--- src/rtl/core/vrst_pkg.sv ---
// ----------------------------------------------------------------------------
// vrst_pkg
// Shared types and constants of the video register / scroll timing unit.
// ----------------------------------------------------------------------------
package vrst_pkg;

    localparam int SPRITE_MEM_BYTES = 256;

    localparam int ADDR_W = 15;
    localparam int LINE_W = 10;
    localparam int DOT_W  = 9;

    typedef enum logic [1:0] {
        OP_DOT   = 2'd0,
        OP_READ  = 2'd1,
        OP_WRITE = 2'd2,
        OP_NMI   = 2'd3
    } t_op;

    // CPU-visible register numbers
    localparam logic [2:0] REG_CTRL     = 3'd0;
    localparam logic [2:0] REG_MASK     = 3'd1;
    localparam logic [2:0] REG_STATUS   = 3'd2;
    localparam logic [2:0] REG_SPR_ADDR = 3'd3;
    localparam logic [2:0] REG_SPR_DATA = 3'd4;
    localparam logic [2:0] REG_SCROLL   = 3'd5;
    localparam logic [2:0] REG_ADDR     = 3'd6;
    localparam logic [2:0] REG_DATA     = 3'd7;

    typedef struct packed {
        t_op        op;
        logic [2:0] reg_select;
        logic [7:0] write_data;
        logic [7:0] vram_read_data;
        logic       immediate_read;
    } t_item;

    typedef struct packed {
        logic                     accepted;
        logic [DOT_W-1:0]         dot_number;
        logic signed [LINE_W-1:0] line_number;
        logic                     in_vblank;
        logic                     nmi_pending;
        logic [7:0]               vram_write_data;
        logic                     vram_write;
        logic                     vram_read;
        logic [ADDR_W-1:0]        vram_address;
        logic [7:0]               read_data;
    } t_result;

    // sprite memory access from the register core
    typedef struct packed {
        logic       we;
        logic [7:0] wr_addr;
        logic [7:0] wr_data;
        logic [7:0] rd_addr;
    } t_spr_req;

endpackage

--- src/rtl/core/vrst_spr_mem.sv ---
// ----------------------------------------------------------------------------
// vrst_spr_mem
// Sprite memory: one write port, one registered read port, per-entry valid
// bits so that unwritten entries read as zero after reset.
// ----------------------------------------------------------------------------
module vrst_spr_mem #(
    parameter int SPRITE_MEM_BYTES = vrst_pkg::SPRITE_MEM_BYTES
) (
    input  logic              i_clk,
    input  logic              i_rst_n,
    input  vrst_pkg::t_spr_req i_req,
    output logic [7:0]        o_rd_data
);

    localparam int IDX_W = $clog2(SPRITE_MEM_BYTES);

    // byte address modulo memory size; at most three subtractions for >= 64
    function automatic logic [IDX_W-1:0] f_index(input logic [7:0] a);
        logic [8:0] v;
        v = {1'b0, a};
        for (int k = 0; k < 4; k++) begin
            if (v >= 9'(SPRITE_MEM_BYTES)) begin
                v = v - 9'(SPRITE_MEM_BYTES);
            end
        end
        return v[IDX_W-1:0];
    endfunction

    logic [7:0]                  r_mem [SPRITE_MEM_BYTES];
    logic [SPRITE_MEM_BYTES-1:0] r_valid;
    logic [7:0]                  r_rdata;
    logic                        r_rvalid;
    logic [IDX_W-1:0]            wr_idx;
    logic [IDX_W-1:0]            rd_idx;

    assign wr_idx = f_index(i_req.wr_addr);
    assign rd_idx = f_index(i_req.rd_addr);

    always_ff @(posedge i_clk) begin
        if (i_req.we) begin
            r_mem[wr_idx] <= i_req.wr_data;
        end
        if (i_req.we && (wr_idx == rd_idx)) begin
            r_rdata <= i_req.wr_data;
        end else begin
            r_rdata <= r_mem[rd_idx];
        end
    end

    always_ff @(posedge i_clk) begin
        if (!i_rst_n) begin
            r_valid  <= '0;
            r_rvalid <= 1'b0;
        end else begin
            if (i_req.we) begin
                r_valid[wr_idx] <= 1'b1;
            end
            r_rvalid <= r_valid[rd_idx] || (i_req.we && (wr_idx == rd_idx));
        end
    end

    assign o_rd_data = r_rvalid ? r_rdata : 8'h00;

endmodule

--- src/rtl/core/vrst_core.sv ---
// ----------------------------------------------------------------------------
// vrst_core
// Register file, scroll address logic and raster counters. Updates the
// state and forms one result for the item presented while i_fire is high.
// ----------------------------------------------------------------------------
module vrst_core (
    input  logic               i_clk,
    input  logic               i_rst_n,
    input  logic               i_fire,
    input  vrst_pkg::t_item    i_item,
    input  logic [7:0]         i_spr_rd_data,
    output vrst_pkg::t_spr_req o_spr_req,
    output vrst_pkg::t_result  o_res
);

    localparam int AW = vrst_pkg::ADDR_W;
    localparam int LW = vrst_pkg::LINE_W;
    localparam int DW = vrst_pkg::DOT_W;

    localparam logic signed [LW-1:0] LINE_PRE    = -10'sd1;
    localparam logic signed [LW-1:0] LINE_FIRST  = 10'sd0;
    localparam logic signed [LW-1:0] LINE_VIS_END = 10'sd239;
    localparam logic signed [LW-1:0] LINE_VBLANK = 10'sd241;
    localparam logic signed [LW-1:0] LINE_LAST   = 10'sd260;
    localparam logic [DW-1:0] DOT_LAST      = 9'd340;
    localparam logic [DW-1:0] DOT_Y_INC     = 9'd256;
    localparam logic [DW-1:0] DOT_X_COPY    = 9'd257;
    localparam logic [DW-1:0] DOT_PREF_LO   = 9'd321;
    localparam logic [DW-1:0] DOT_PREF_HI   = 9'd337;
    localparam logic [DW-1:0] DOT_Y_COPY_LO = 9'd280;
    localparam logic [DW-1:0] DOT_Y_COPY_HI = 9'd304;
    localparam logic [AW-1:0] MASK_X        = 15'h041F;
    localparam logic [AW-1:0] MASK_Y        = 15'h7BE0;

    function automatic logic [AW-1:0] f_x_inc(input logic [AW-1:0] a);
        if (a[4:0] == 5'd31) begin
            return {a[14:5], 5'd0} ^ 15'h0400;
        end
        return a + 15'd1;
    endfunction

    function automatic logic [AW-1:0] f_y_inc(input logic [AW-1:0] a);
        logic [AW-1:0] t;
        logic [4:0]    cy;
        if (a[14:12] != 3'd7) begin
            return a + 15'h1000;
        end
        t  = {3'd0, a[11:0]};
        cy = t[9:5];
        if (cy == 5'd29) begin
            cy = 5'd0;
            t  = t ^ 15'h0800;
        end else if (cy == 5'd31) begin
            cy = 5'd0;
        end else begin
            cy = cy + 5'd1;
        end
        t[9:5] = cy;
        return t;
    endfunction

    logic [7:0]           r_ctrl, n_ctrl;
    logic [7:0]           r_mask, n_mask;
    logic                 r_vblank, n_vblank;   // status bit 7, the only one kept
    logic [7:0]           r_spr_addr, n_spr_addr;
    logic [AW-1:0]        r_cur, n_cur;
    logic [AW-1:0]        r_tmp, n_tmp;
    logic [2:0]           r_fine_x, n_fine_x;
    logic                 r_first, n_first;
    logic [7:0]           r_buf, n_buf;
    logic                 r_nmi, n_nmi;
    logic signed [LW-1:0] r_line, n_line;
    logic [DW-1:0]        r_dot, n_dot;

    logic          rendering;
    logic          x_inc_dot;
    logic [AW-1:0] a_x, a_y, a_cx, a_cy;
    logic          spr_we;
    vrst_pkg::t_result res;

    assign rendering = (r_mask[4] || r_mask[3]);
    assign x_inc_dot = (((r_dot >= 9'd2) && (r_dot <= DOT_X_COPY)) ||
                        ((r_dot >= DOT_PREF_LO) && (r_dot <= DOT_PREF_HI))) &&
                       (r_dot[2:0] == 3'd0);

    // scroll chain for a dot tick: x increment, y increment, copies
    always_comb begin
        a_x  = x_inc_dot ? f_x_inc(r_cur) : r_cur;
        a_y  = (r_dot == DOT_Y_INC) ? f_y_inc(a_x) : a_x;
        a_cx = (r_dot == DOT_X_COPY) ? ((a_y & ~MASK_X) | (r_tmp & MASK_X)) : a_y;
        a_cy = ((r_line == LINE_PRE) && (r_dot >= DOT_Y_COPY_LO) &&
                (r_dot <= DOT_Y_COPY_HI)) ? ((a_cx & ~MASK_Y) | (r_tmp & MASK_Y)) : a_cx;
    end

    always_comb begin
        n_ctrl     = r_ctrl;
        n_mask     = r_mask;
        n_vblank   = r_vblank;
        n_spr_addr = r_spr_addr;
        n_cur      = r_cur;
        n_tmp      = r_tmp;
        n_fine_x   = r_fine_x;
        n_first    = r_first;
        n_buf      = r_buf;
        n_nmi      = r_nmi;
        n_line     = r_line;
        n_dot      = r_dot;
        spr_we     = 1'b0;
        res        = '0;

        case (i_item.op)
            vrst_pkg::OP_DOT: begin
                if ((r_line == LINE_FIRST) && (r_dot == '0)) begin
                    n_dot = 9'd1;   // odd skip of the first dot
                end else begin
                    if ((r_line == LINE_PRE) && (r_dot == 9'd1)) begin
                        n_vblank = 1'b0;
                    end else if ((r_line == LINE_VBLANK) && (r_dot == 9'd1)) begin
                        n_vblank = 1'b1;
                        if (r_ctrl[7]) begin
                            n_nmi = 1'b1;
                        end
                    end
                    if (rendering && (r_line <= LINE_VIS_END)) begin
                        n_cur = a_cy;
                    end
                    if (r_dot == DOT_LAST) begin
                        n_dot  = '0;
                        n_line = (r_line == LINE_LAST) ? LINE_PRE : r_line + 10'sd1;
                    end else begin
                        n_dot = r_dot + 9'd1;
                    end
                end
            end
            vrst_pkg::OP_READ: begin
                case (i_item.reg_select)
                    vrst_pkg::REG_CTRL:     res.read_data = r_ctrl;
                    vrst_pkg::REG_MASK:     res.read_data = r_mask;
                    vrst_pkg::REG_STATUS: begin
                        res.read_data = {r_vblank, 2'b00, r_buf[4:0]};
                        n_vblank      = 1'b0;
                        n_first       = 1'b1;
                    end
                    vrst_pkg::REG_SPR_DATA: res.read_data = i_spr_rd_data;
                    vrst_pkg::REG_DATA: begin
                        res.vram_address = r_cur;
                        res.vram_read    = 1'b1;
                        res.read_data    = i_item.immediate_read ? i_item.vram_read_data
                                                                 : r_buf;
                        n_buf            = i_item.vram_read_data;
                        n_cur            = r_cur + (r_ctrl[2] ? 15'h0020 : 15'h0001);
                    end
                    default: ;
                endcase
            end
            vrst_pkg::OP_WRITE: begin
                res.accepted = 1'b1;
                case (i_item.reg_select)
                    vrst_pkg::REG_CTRL: begin
                        n_ctrl        = i_item.write_data;
                        n_tmp[11:10]  = i_item.write_data[1:0];
                    end
                    vrst_pkg::REG_MASK:     n_mask = i_item.write_data;
                    vrst_pkg::REG_SPR_ADDR: n_spr_addr = i_item.write_data;
                    vrst_pkg::REG_SPR_DATA: begin
                        spr_we     = 1'b1;
                        n_spr_addr = r_spr_addr + 8'd1;
                    end
                    vrst_pkg::REG_SCROLL: begin
                        if (r_first) begin
                            n_fine_x   = i_item.write_data[2:0];
                            n_tmp[4:0] = i_item.write_data[7:3];
                        end else begin
                            n_tmp[14:12] = i_item.write_data[2:0];
                            n_tmp[9:5]   = i_item.write_data[7:3];
                        end
                        n_first = !r_first;
                    end
                    vrst_pkg::REG_ADDR: begin
                        if (r_first) begin
                            n_tmp = {1'b0, i_item.write_data[5:0], r_tmp[7:0]};
                        end else begin
                            n_tmp = {r_tmp[14:8], i_item.write_data};
                            n_cur = {r_tmp[14:8], i_item.write_data};
                        end
                        n_first = !r_first;
                    end
                    vrst_pkg::REG_DATA: begin
                        res.vram_address    = r_cur;
                        res.vram_write      = 1'b1;
                        res.vram_write_data = i_item.write_data;
                        n_cur               = r_cur + (r_ctrl[2] ? 15'h0020 : 15'h0001);
                    end
                    default: res.accepted = 1'b0;
                endcase
            end
            vrst_pkg::OP_NMI: n_nmi = i_item.write_data[0];
            default: ;
        endcase

        res.nmi_pending = n_nmi;
        res.in_vblank   = n_vblank;
        res.line_number = n_line;
        res.dot_number  = n_dot;
    end

    always_ff @(posedge i_clk) begin
        if (!i_rst_n) begin
            r_ctrl     <= '0;
            r_mask     <= '0;
            r_vblank   <= 1'b0;
            r_spr_addr <= '0;
            r_cur      <= '0;
            r_tmp      <= '0;
            r_fine_x   <= '0;
            r_first    <= 1'b1;
            r_buf      <= '0;
            r_nmi      <= 1'b0;
            r_line     <= '0;
            r_dot      <= '0;
        end else if (i_fire) begin
            r_ctrl     <= n_ctrl;
            r_mask     <= n_mask;
            r_vblank   <= n_vblank;
            r_spr_addr <= n_spr_addr;
            r_cur      <= n_cur;
            r_tmp      <= n_tmp;
            r_fine_x   <= n_fine_x;
            r_first    <= n_first;
            r_buf      <= n_buf;
            r_nmi      <= n_nmi;
            r_line     <= n_line;
            r_dot      <= n_dot;
        end
    end

    // read port tracks the sprite address the next item will see
    assign o_spr_req.we      = i_fire && spr_we;
    assign o_spr_req.wr_addr = r_spr_addr;
    assign o_spr_req.wr_data = i_item.write_data;
    assign o_spr_req.rd_addr = i_fire ? n_spr_addr : r_spr_addr;

    assign o_res = res;

endmodule

--- src/rtl/core/video_register_scroll_timing_unit.sv ---
// ----------------------------------------------------------------------------
// video_register_scroll_timing_unit
// Picture-processor register and scroll unit, stream wrapper.
// ----------------------------------------------------------------------------
// Usage:
//   Slave channel (s_axis) carries one word per item: tuser is the operation
//   (dot tick, CPU register read, CPU register write, NMI flag write), tdata
//   carries the register number, the CPU byte, the video memory byte and the
//   immediate-read flag. Master channel (m_axis) returns exactly one result
//   word per item, in order.
//   Registered path: the word lands in the input register, and the result
//   register is loaded from it when the output can advance.
//   Throughput: 1 item per cycle while m_axis does not stall; all per-item work,
//   including the sprite memory read (prefetched at the address the next item
//   will use), fits in one pass.
//   Reset: all registers, counters and the write toggle return to their
//   power-up values; sprite memory reads as zero until written.
//   Stall: when m_axis_tready is low the result is held; one more item is
//   still taken into the input register if it is empty, then s_axis_tready
//   drops until the result is taken.
// ----------------------------------------------------------------------------
module video_register_scroll_timing_unit #(
    parameter int SPRITE_MEM_BYTES = vrst_pkg::SPRITE_MEM_BYTES
) (
    input  logic        i_clk,
    input  logic        i_rst_n,
    input  logic        i_s_axis_tvalid,
    output logic        o_s_axis_tready,
    // [2:0] reg_select, [10:3] write_data, [18:11] vram_read_data,
    // [19] immediate_read, [23:20] zero
    input  logic [23:0] i_s_axis_tdata,
    // [1:0] operation
    input  logic [1:0]  i_s_axis_tuser,
    output logic        o_m_axis_tvalid,
    input  logic        i_m_axis_tready,
    // [7:0] read_data, [22:8] vram_address, [23] vram_read, [24] vram_write,
    // [32:25] vram_write_data, [33] nmi_pending, [34] in_vblank,
    // [44:35] line_number, [53:45] dot_number, [54] accepted, [55] zero
    output logic [55:0] o_m_axis_tdata
);

    logic               r_in_valid;
    vrst_pkg::t_item    r_in;
    logic               r_out_valid;
    vrst_pkg::t_result  r_out;

    logic               advance;
    logic               fire;
    vrst_pkg::t_result  res;
    vrst_pkg::t_spr_req spr_req;
    logic [7:0]         spr_rd_data;

    assign advance         = !r_out_valid || i_m_axis_tready;
    assign fire            = r_in_valid && advance;
    assign o_s_axis_tready = !r_in_valid || advance;

    always_ff @(posedge i_clk) begin
        if (!i_rst_n) begin
            r_in_valid  <= 1'b0;
            r_out_valid <= 1'b0;
        end else begin
            if (o_s_axis_tready) begin
                r_in_valid <= i_s_axis_tvalid;
            end
            if (advance) begin
                r_out_valid <= r_in_valid;
            end
        end
    end

    always_ff @(posedge i_clk) begin
        if (o_s_axis_tready && i_s_axis_tvalid) begin
            r_in.op             <= vrst_pkg::t_op'(i_s_axis_tuser);
            r_in.reg_select     <= i_s_axis_tdata[2:0];
            r_in.write_data     <= i_s_axis_tdata[10:3];
            r_in.vram_read_data <= i_s_axis_tdata[18:11];
            r_in.immediate_read <= i_s_axis_tdata[19];
        end
        if (fire) begin
            r_out <= res;
        end
    end

    vrst_core u_core (
        .i_clk         (i_clk),
        .i_rst_n       (i_rst_n),
        .i_fire        (fire),
        .i_item        (r_in),
        .i_spr_rd_data (spr_rd_data),
        .o_spr_req     (spr_req),
        .o_res         (res)
    );

    vrst_spr_mem #(
        .SPRITE_MEM_BYTES (SPRITE_MEM_BYTES)
    ) u_spr_mem (
        .i_clk     (i_clk),
        .i_rst_n   (i_rst_n),
        .i_req     (spr_req),
        .o_rd_data (spr_rd_data)
    );

    assign o_m_axis_tvalid = r_out_valid;
    assign o_m_axis_tdata  = {1'b0,
                              r_out.accepted,
                              r_out.dot_number,
                              r_out.line_number,
                              r_out.in_vblank,
                              r_out.nmi_pending,
                              r_out.vram_write_data,
                              r_out.vram_write,
                              r_out.vram_read,
                              r_out.vram_address,
                              r_out.read_data};

endmodule

--- config.mk ---
export PLATFORM = sky130hd
export DESIGN_NAME = video_register_scroll_timing_unit
export DESIGN_NICKNAME = d
export VERILOG_FILES = /design/src/rtl/core/vrst_pkg.sv /design/src/rtl/core/vrst_spr_mem.sv /design/src/rtl/core/vrst_core.sv /design/src/rtl/core/video_register_scroll_timing_unit.sv
export SDC_FILE = /design/constraint.sdc
export NUM_CORES = 2
export LEC_CHECK = 0
export BUFFER_PORTS_ARGS = -buffer_cell sky130_fd_sc_hd__buf_2
export CAP_MARGIN = 20
export CORE_MARGIN = 2
export CORE_UTILIZATION = 49
export CTS_CLUSTER_DIAMETER = 150
export DETAILED_ROUTE_END_ITERATION = 7
export HOLD_SLACK_MARGIN = 0.02
export SYNTH_ARGS = -nofsm -noshare
export SYNTH_HDL_FRONTEND = slang
export SYNTH_SLANG_ARGS = --single-unit
--- constraint.sdc ---
create_clock -name i_clk -period 7.25 [get_ports i_clk]
set_clock_uncertainty 0.2 [all_clocks]
set_input_delay 0.725 -clock i_clk [delete_from_list [all_inputs] [get_ports i_clk]]
set_output_delay 0.725 -clock i_clk [all_outputs]
set_load 0.05 [all_outputs]
# --- Word-level counts from Yosys, hierarchy flattened ---
# Memory sizes are Yosys's and may differ from the RTL's. A register that Yosys moved wholly into a read port is not among the register bits.
# Cells that the tools add are included.
word_totals:
  memories: 1
  input_bits: 30
  output_inout_bits: 58
  ff_bits: 420
  mem_bits_rw: 2048
  elab_cells: 198
op_classes:
  addsub: 7
  order_cmp: 10
  reduce_logical: 43
  muxes: 66
  n_eq_ne: 33
  bitwise: 5
mem_list:
  columns: ["name", "words", "word_bits", "read_ports", "rd_clocked_by_memory_dff", "write_ports", "line", "text"]
  rows:
  - ["u_spr_mem.r_mem", 256, 8, 1, 1, 1, "vrst_spr_mem.sv:29", "logic [7:0] r_mem [SPRITE_MEM_BYTES];"]
ops:
  columns: ["operator", "count"]
  rows:
  - ["OR 256 bit", 1]
  - ["two-way mux 15 bit", 14]
  - ["case mux 15 bit (2 select lines)", 2]
  - ["case mux 15 bit (3 select lines)", 1]
  - ["two-way mux 10 bit", 4]
  - ["case mux 8 bit (5 select lines)", 1]
  - ["two-way mux 8 bit", 4]
  - ["equality test 9 bit, second input constant", 3]
  - ["less-or-equal comparator 9 bit, second input constant", 3]
  - ["two-way mux 9 bit", 3]
  - ["two-way mux 1 bit", 20]
  - ["two-way mux 5 bit", 4]
  - ["case mux 10 bit (2 select lines)", 1]
  - ["greater-or-equal comparator 9 bit, second input constant", 2]
  - ["less-than comparator 8 x 9 -> 1 bit, second input constant", 2]
  - ["two-way mux 16 bit", 1]
  - ["case mux 8 bit (2 select lines)", 1]
  - ["adder 15 x 1 -> 15 bit, second input constant", 1]
  - ["adder 15 x 13 -> 15 bit, second input constant", 1]
  - ["adder 15 bit", 1]
  - ["equality test 5 bit, second input constant", 3]
  - ["OR 11 x 15 -> 15 bit", 1]
  - ["OR 15 x 11 -> 15 bit", 1]
  - ["AND reduction 5 bit", 3]
  - ["other kinds (44)", 86]

# --- Logic depth before layout (Yosys ltp) ---
depth:
  word_depth: 17
  mapped_depth: 21
  depth_no_buf: 19

# --- By module ---
# Synthesis repeated with hierarchy kept, for this count alone.
hier_totals:
  hier_cells: 5298
  area_unflattened_um2: 97359.6
by_module_without_submodules:
  columns: ["module", "area_per_inst_um2", "n_inst", "seq_area_each_um2", "cells_each"]
  rows:
  - ["vrst_spr_mem", 88596.2, 1, 66804.1, 4351]
  - ["vrst_core", 6336.1, 1, 1681.6, 859]
  - ["video_register_scroll_timing_unit", 2427.3, 1, 2352.3, 88]

# --- Least setup slack after synthesis ---
# OpenSTA, ideal clock, no wires.
synth_timing:
  path_type: "register -> register"
  start: "reg r_in[9] in the netlist's numbering"
  end: "reg u_spr_mem.r_rvalid"
  t_required_ns: 6.916
  stages_incl_launch_ff: 12
  t_arrival_ns: 6.020
  setup_ns: 0.134
  n_path_buf: 2
  period_less_slack_ns: 6.354
  slack_ns: 0.896
  cell_sequence: "edfxtp_1 > clkbuf_1 > nand4b_1 > o31ai_1 > a2111o_1 > buf_4 > mux4_2 > a22oi_1 > nand3_1 > a211oi_1 > a311oi_1 > or4_1"
synth_between:
  elab_chain_len: 6
  elab_cells_between_ends: 8
  cone_classes: "eq/ne (1); mux (5); reduce/logical (2)"
synth_lines:
  columns: ["element", "line", "text"]
  rows:
  - ["start: declaration", "video_register_scroll_timing_unit.sv:43", "vrst_pkg::t_item r_in;"]
  - ["case mux 8 bit (2 select lines) *", "vrst_core.sv:158", "case (i_item.reg_select)"]
  - ["two-way mux 8 bit *", "vrst_core.sv:111", "case (i_item.op)"]
  - ["two-way mux 8 bit *", null, null]
  - ["binary-select mux 1 bit (select 8 bit) / equality test 8 bit (equally long branches)", null, null]
  - ["two-way mux 1 bit (implied by the code) / logical AND 1 bit (equally long branches)", "vrst_spr_mem.sv:58", "r_rvalid <= r_valid[rd_idx] || (i_req.we && (wr_idx == rd_idx));"]
  - ["logical OR 1 bit *", "vrst_spr_mem.sv:58", null]
  - ["end signal: assignment", "vrst_spr_mem.sv:58", null]
  - ["end: declaration", "vrst_spr_mem.sv:32", "logic r_rvalid;"]
# Mark *: on every way between the ends. The rest lies on a longest branch, timed or not. The select of a mux whose other input is x is not followed.
# A chain may end at the register's enable or synchronous reset.

# --- Worst setup path in the final report ---
layout_timing:
  start: "reg r_in[20] in the netlist's numbering"
  end: "reg u_spr_mem.r_rvalid"
layout_between:
  elab_chain_len: 6
  elab_cells_between_ends: 10
  cone_classes: "eq/ne (2); mux (5); reduce/logical (3)"
layout_lines:
  columns: ["element", "line"]
  rows:
  - ["equality test 2 bit *", "vrst_core.sv:111"]
  - ["two-way mux 8 bit", "vrst_core.sv:111"]
  - ["two-way mux 8 bit", null]
  - ["binary-select mux 1 bit (select 8 bit) / equality test 8 bit (equally long branches)", null]
  - ["two-way mux 1 bit (implied by the code) / logical AND 1 bit (equally long branches)", "vrst_spr_mem.sv:58"]
  - ["logical OR 1 bit *", "vrst_spr_mem.sv:58"]
# Marks and branches as above.

==> results_dict.tcl <==
set metrics [dict create \
    status "finished with violations" \
    violations "slew limit" \
    drt_first_pass_iters 6 \
    final_cell_mix "edfxtp_1, nand2_1, nor2_1" \
    max_freq_mhz 155 \
    setup_tns_ps 0 \
    max-cap-violations 0 \
    holdPathEnd "o_m_axis_tvalid$_SDFFE_PN0P_" \
    rrSetupSlack_ps 780 \
    whs_path_depth 3 \
    cts_max_level 4 \
    synth_cell_type_count 99 \
    ant_nets 0 \
    grt_max_degree 215 \
    cp_max_fo 49 \
    final_common_cell "edfxtp_1" \
    avgViaCountPerCell 6.24 \
    crit_path_start_kind "flip-flop" \
    synth_top_area_share_pct 64.6 \
    vias 64411 \
    critPathTopFamily "simple AND/OR/NAND/NOR gates" \
    drt-initial-drc-count 8987 \
    wire_per_inst_um 29.9 \
    critPathKind "reg2reg" \
    clock_latency_ps 900 \
    hold_violations 0 \
    synthArstFlopShare_pct 0 \
    avgSynthCellArea_um2 13.4 \
    crit_buf_inv 3 \
    crit_required_ps 7820 \
    relSlewSlack_pct -5.64 \
    syn-num-nets 7403 \
    synthFlopType "edfxtp_1" \
    core-area_mm2 0.200 \
    clock_sinks 2476 \
    crit_cells 14 \
    cts_buffers 241 \
    die_w_um 453 \
    critPathMaxStageDelay_ps 930 \
    hpwl_um 184000 \
    synthCells 7350 \
    nNetsFinal 7503 \
    port_buffers 82 \
    synth_area_mm2 0.0988 \
    p_leak_nw 36.5 \
    grt_pass1_vias 60306 \
    rsz0062_at_grt "false" \
    ys_warn_count 0 \
    min_path_type "in2reg" \
    ir_worst_vdd_uv 259 \
    worstHoldStart "i_m_axis_tready" \
    worstMarginPinSlew_ps 1580 \
    start_util_pct 49.4 \
    gp_congestion 0.920 \
    drc_errors 0 \
    cts_root_buf "clkbuf_16" \
    cts_hold_buf 23 \
    endpoint_kind "flip-flop" \
    syn_to_final_growth_pct 12.0 \
    cp.arrival_ps 7040 \
    powerDensity_mw_per_mm2 268 \
    rows 164 \
    cp_slowest_cell "a211oi_1" \
    die_h_um 453 \
    synth-seq-area-share_pct 71.7 \
    grt_overflow 0 \
    synth-edff-count 2125 \
    pre_cts_ws_ps 1010 \
    die_area_mm2 0.205 \
    post-route-min-period_ps 6470 \
    pin_count 88 \
    cts_tree "done" \
    clk_pin_slew_ps 70 \
    rr_worst_depth 14 \
    finalSetupViolCount 0 \
    synthTopCellsByArea "edfxtp_1, dfxtp_1, nand2_1" \
    grt_pass1_wl_um 439000 \
    cts_resized 0 \
    path_cells "inv_1, ha_1, nand2_1, nor2_1, nand2_2, buf_4, a21oi_4, buf_12, a32oi_1, o211ai_1, nand4_1, a211oi_1, a311oi_1, or4_1" \
    antenna_found_initial 16 \
    holdWs_ps 185 \
    ys_ff_latch 2476 \
    fin_crit_sh_pct 89.2 \
    fin_ws_ps 781 \
    maxSlewViolCount 60 \
    synth_top_area_cell "edfxtp_1" \
    drive_above_1_share_pct 11.1 \
    wl_um 309000 \
    clk_path_buf_depth 3 \
    cts_setup_buffers 0 \
    regToRegStartpoint "r_in[20]$_DFFE_PP_" \
    r2r-end "u_spr_mem.r_rvalid$_SDFF_PN0_" \
    grt_usage_pct 29.7 \
]
## logic make-up after synthesis
group           after synthesis  share of synthesized area (%)
compound gates              809                           5.86
xor+xnor                     27                          0.239
fa+ha+maj                    23                          0.291
buf+inv                     502                           2.52
flops                      2476                           71.7
mux                         415                           5.98
other cells                   1                        0.00380
simple gates               3097                           13.4
## sequential cells by signal, summed over array words and instances, names as in the netlist, named ones only
name	count
u_core.r_vblank	1
u_core.r_nmi	1
u_core.r_spr_addr	8
u_spr_mem.r_mem	2048
u_core.r_dot	9
u_core.r_line	10
u_core.r_tmp	15
u_spr_mem.r_valid	256
u_core.r_buf	8
r_in_valid	1
r_in	22
u_spr_mem.r_rdata	8
u_core.r_first	1
u_core.r_ctrl	8
o_m_axis_tdata	55
o_m_axis_tvalid	1
u_core.r_mask	8
u_core.r_cur	9
u_spr_mem.r_rvalid	1
## routing by layer
layer	GRT usage (%)	part of all wire, %	vias to the layer above	routed length (µm)
met2	45.2	45	3667	140000
li1	-	-	27606	-
met4	12.6	4.4	18	13500
met1	41.1	39	32454	121000
met5	0	0.033	-	103
met3	6.84	11	666	33700
## power breakdown
part           switching [W]  total [W]  internal [W]  leakage, nW
combinational        0.00120    0.00165      0.000447         10.8
clock                0.00546     0.0125       0.00700         3.81
sequential         0.0000451     0.0155        0.0155         22.0
## worst min-delay path, cell delays in order
cell     delay [ps]
buf_2            90
nor2b_1         180
o21a_1          230
## through the flow
step / instance area [µm²] / total power [W] / util, % / cells
CTS: 111000 / 0.0297 / 55.3 / 10319
detailed placement: 103000 / 0.0174 / 51.2 / 9836
global placement: 103000 / 0.0174 / 51.2 / 9836
floorplan: 98800 / 0.0169 / - / 7350
finish: 111000 / 0.0296 / 55.3 / 10330
global route: 111000 / 0.0303 / 55.3 / 10324
## Yosys cell counts (6+ instances only)
cell	number
a221o_1	8
a221oi_1	20
nor3_1	36
buf_4	46
nand4b_1	7
a31oi_1	101
nand2b_1	11
edfxtp_1	2125
a32o_1	10
o21ai_0	89
nor2_2	6
and4_1	6
inv_1	30
o32ai_1	7
a22oi_1	42
and2_1	27
o21a_1	24
xor2_1	11
ha_1	23
nor4_1	19
mux4_2	139
o211ai_1	16
buf_6	23
buf_1	45
a32oi_1	168
nand2_1	1403
and3_1	88
mux2i_1	266
nor2b_1	19
a211oi_1	32
buf_2	192
dfxtp_1	351
a311oi_1	26
clkbuf_1	161
nand3_1	470
or3_1	12
o31ai_1	9
a21oi_1	153
o22ai_1	18
a21boi_0	7
o2111ai_1	16
nand4_1	122
xnor2_1	16
nor2_1	841
mux2_2	10
## cell type report
class,instances,area [µm²]
inverter,32,128
clock inverter,103,1020
multi-input combinational,4372,25700
antenna,7,17.5
clock buffer,357,6810
fill,16154,89400
tap,2656,3320
sequential,2476,70800
timing repair buffer,327,2800
## worst max path at each step
stage,from,to
final,r_in[20]$_DFFE_PP_,u_spr_mem.r_rvalid$_SDFF_PN0_
after global routing,r_in[20]$_DFFE_PP_,u_spr_mem.r_rvalid$_SDFF_PN0_
after CTS,r_in[20]$_DFFE_PP_,u_spr_mem.r_rvalid$_SDFF_PN0_
after detailed placement,r_in[20]$_DFFE_PP_,u_spr_mem.r_rvalid$_SDFF_PN0_
after global placement,i_m_axis_tready,u_spr_mem.r_rvalid$_SDFF_PN0_
after floorplan,r_in[9]$_DFFE_PP_,u_spr_mem.r_rvalid$_SDFF_PN0_
Power figures use the tool's default switching activity.
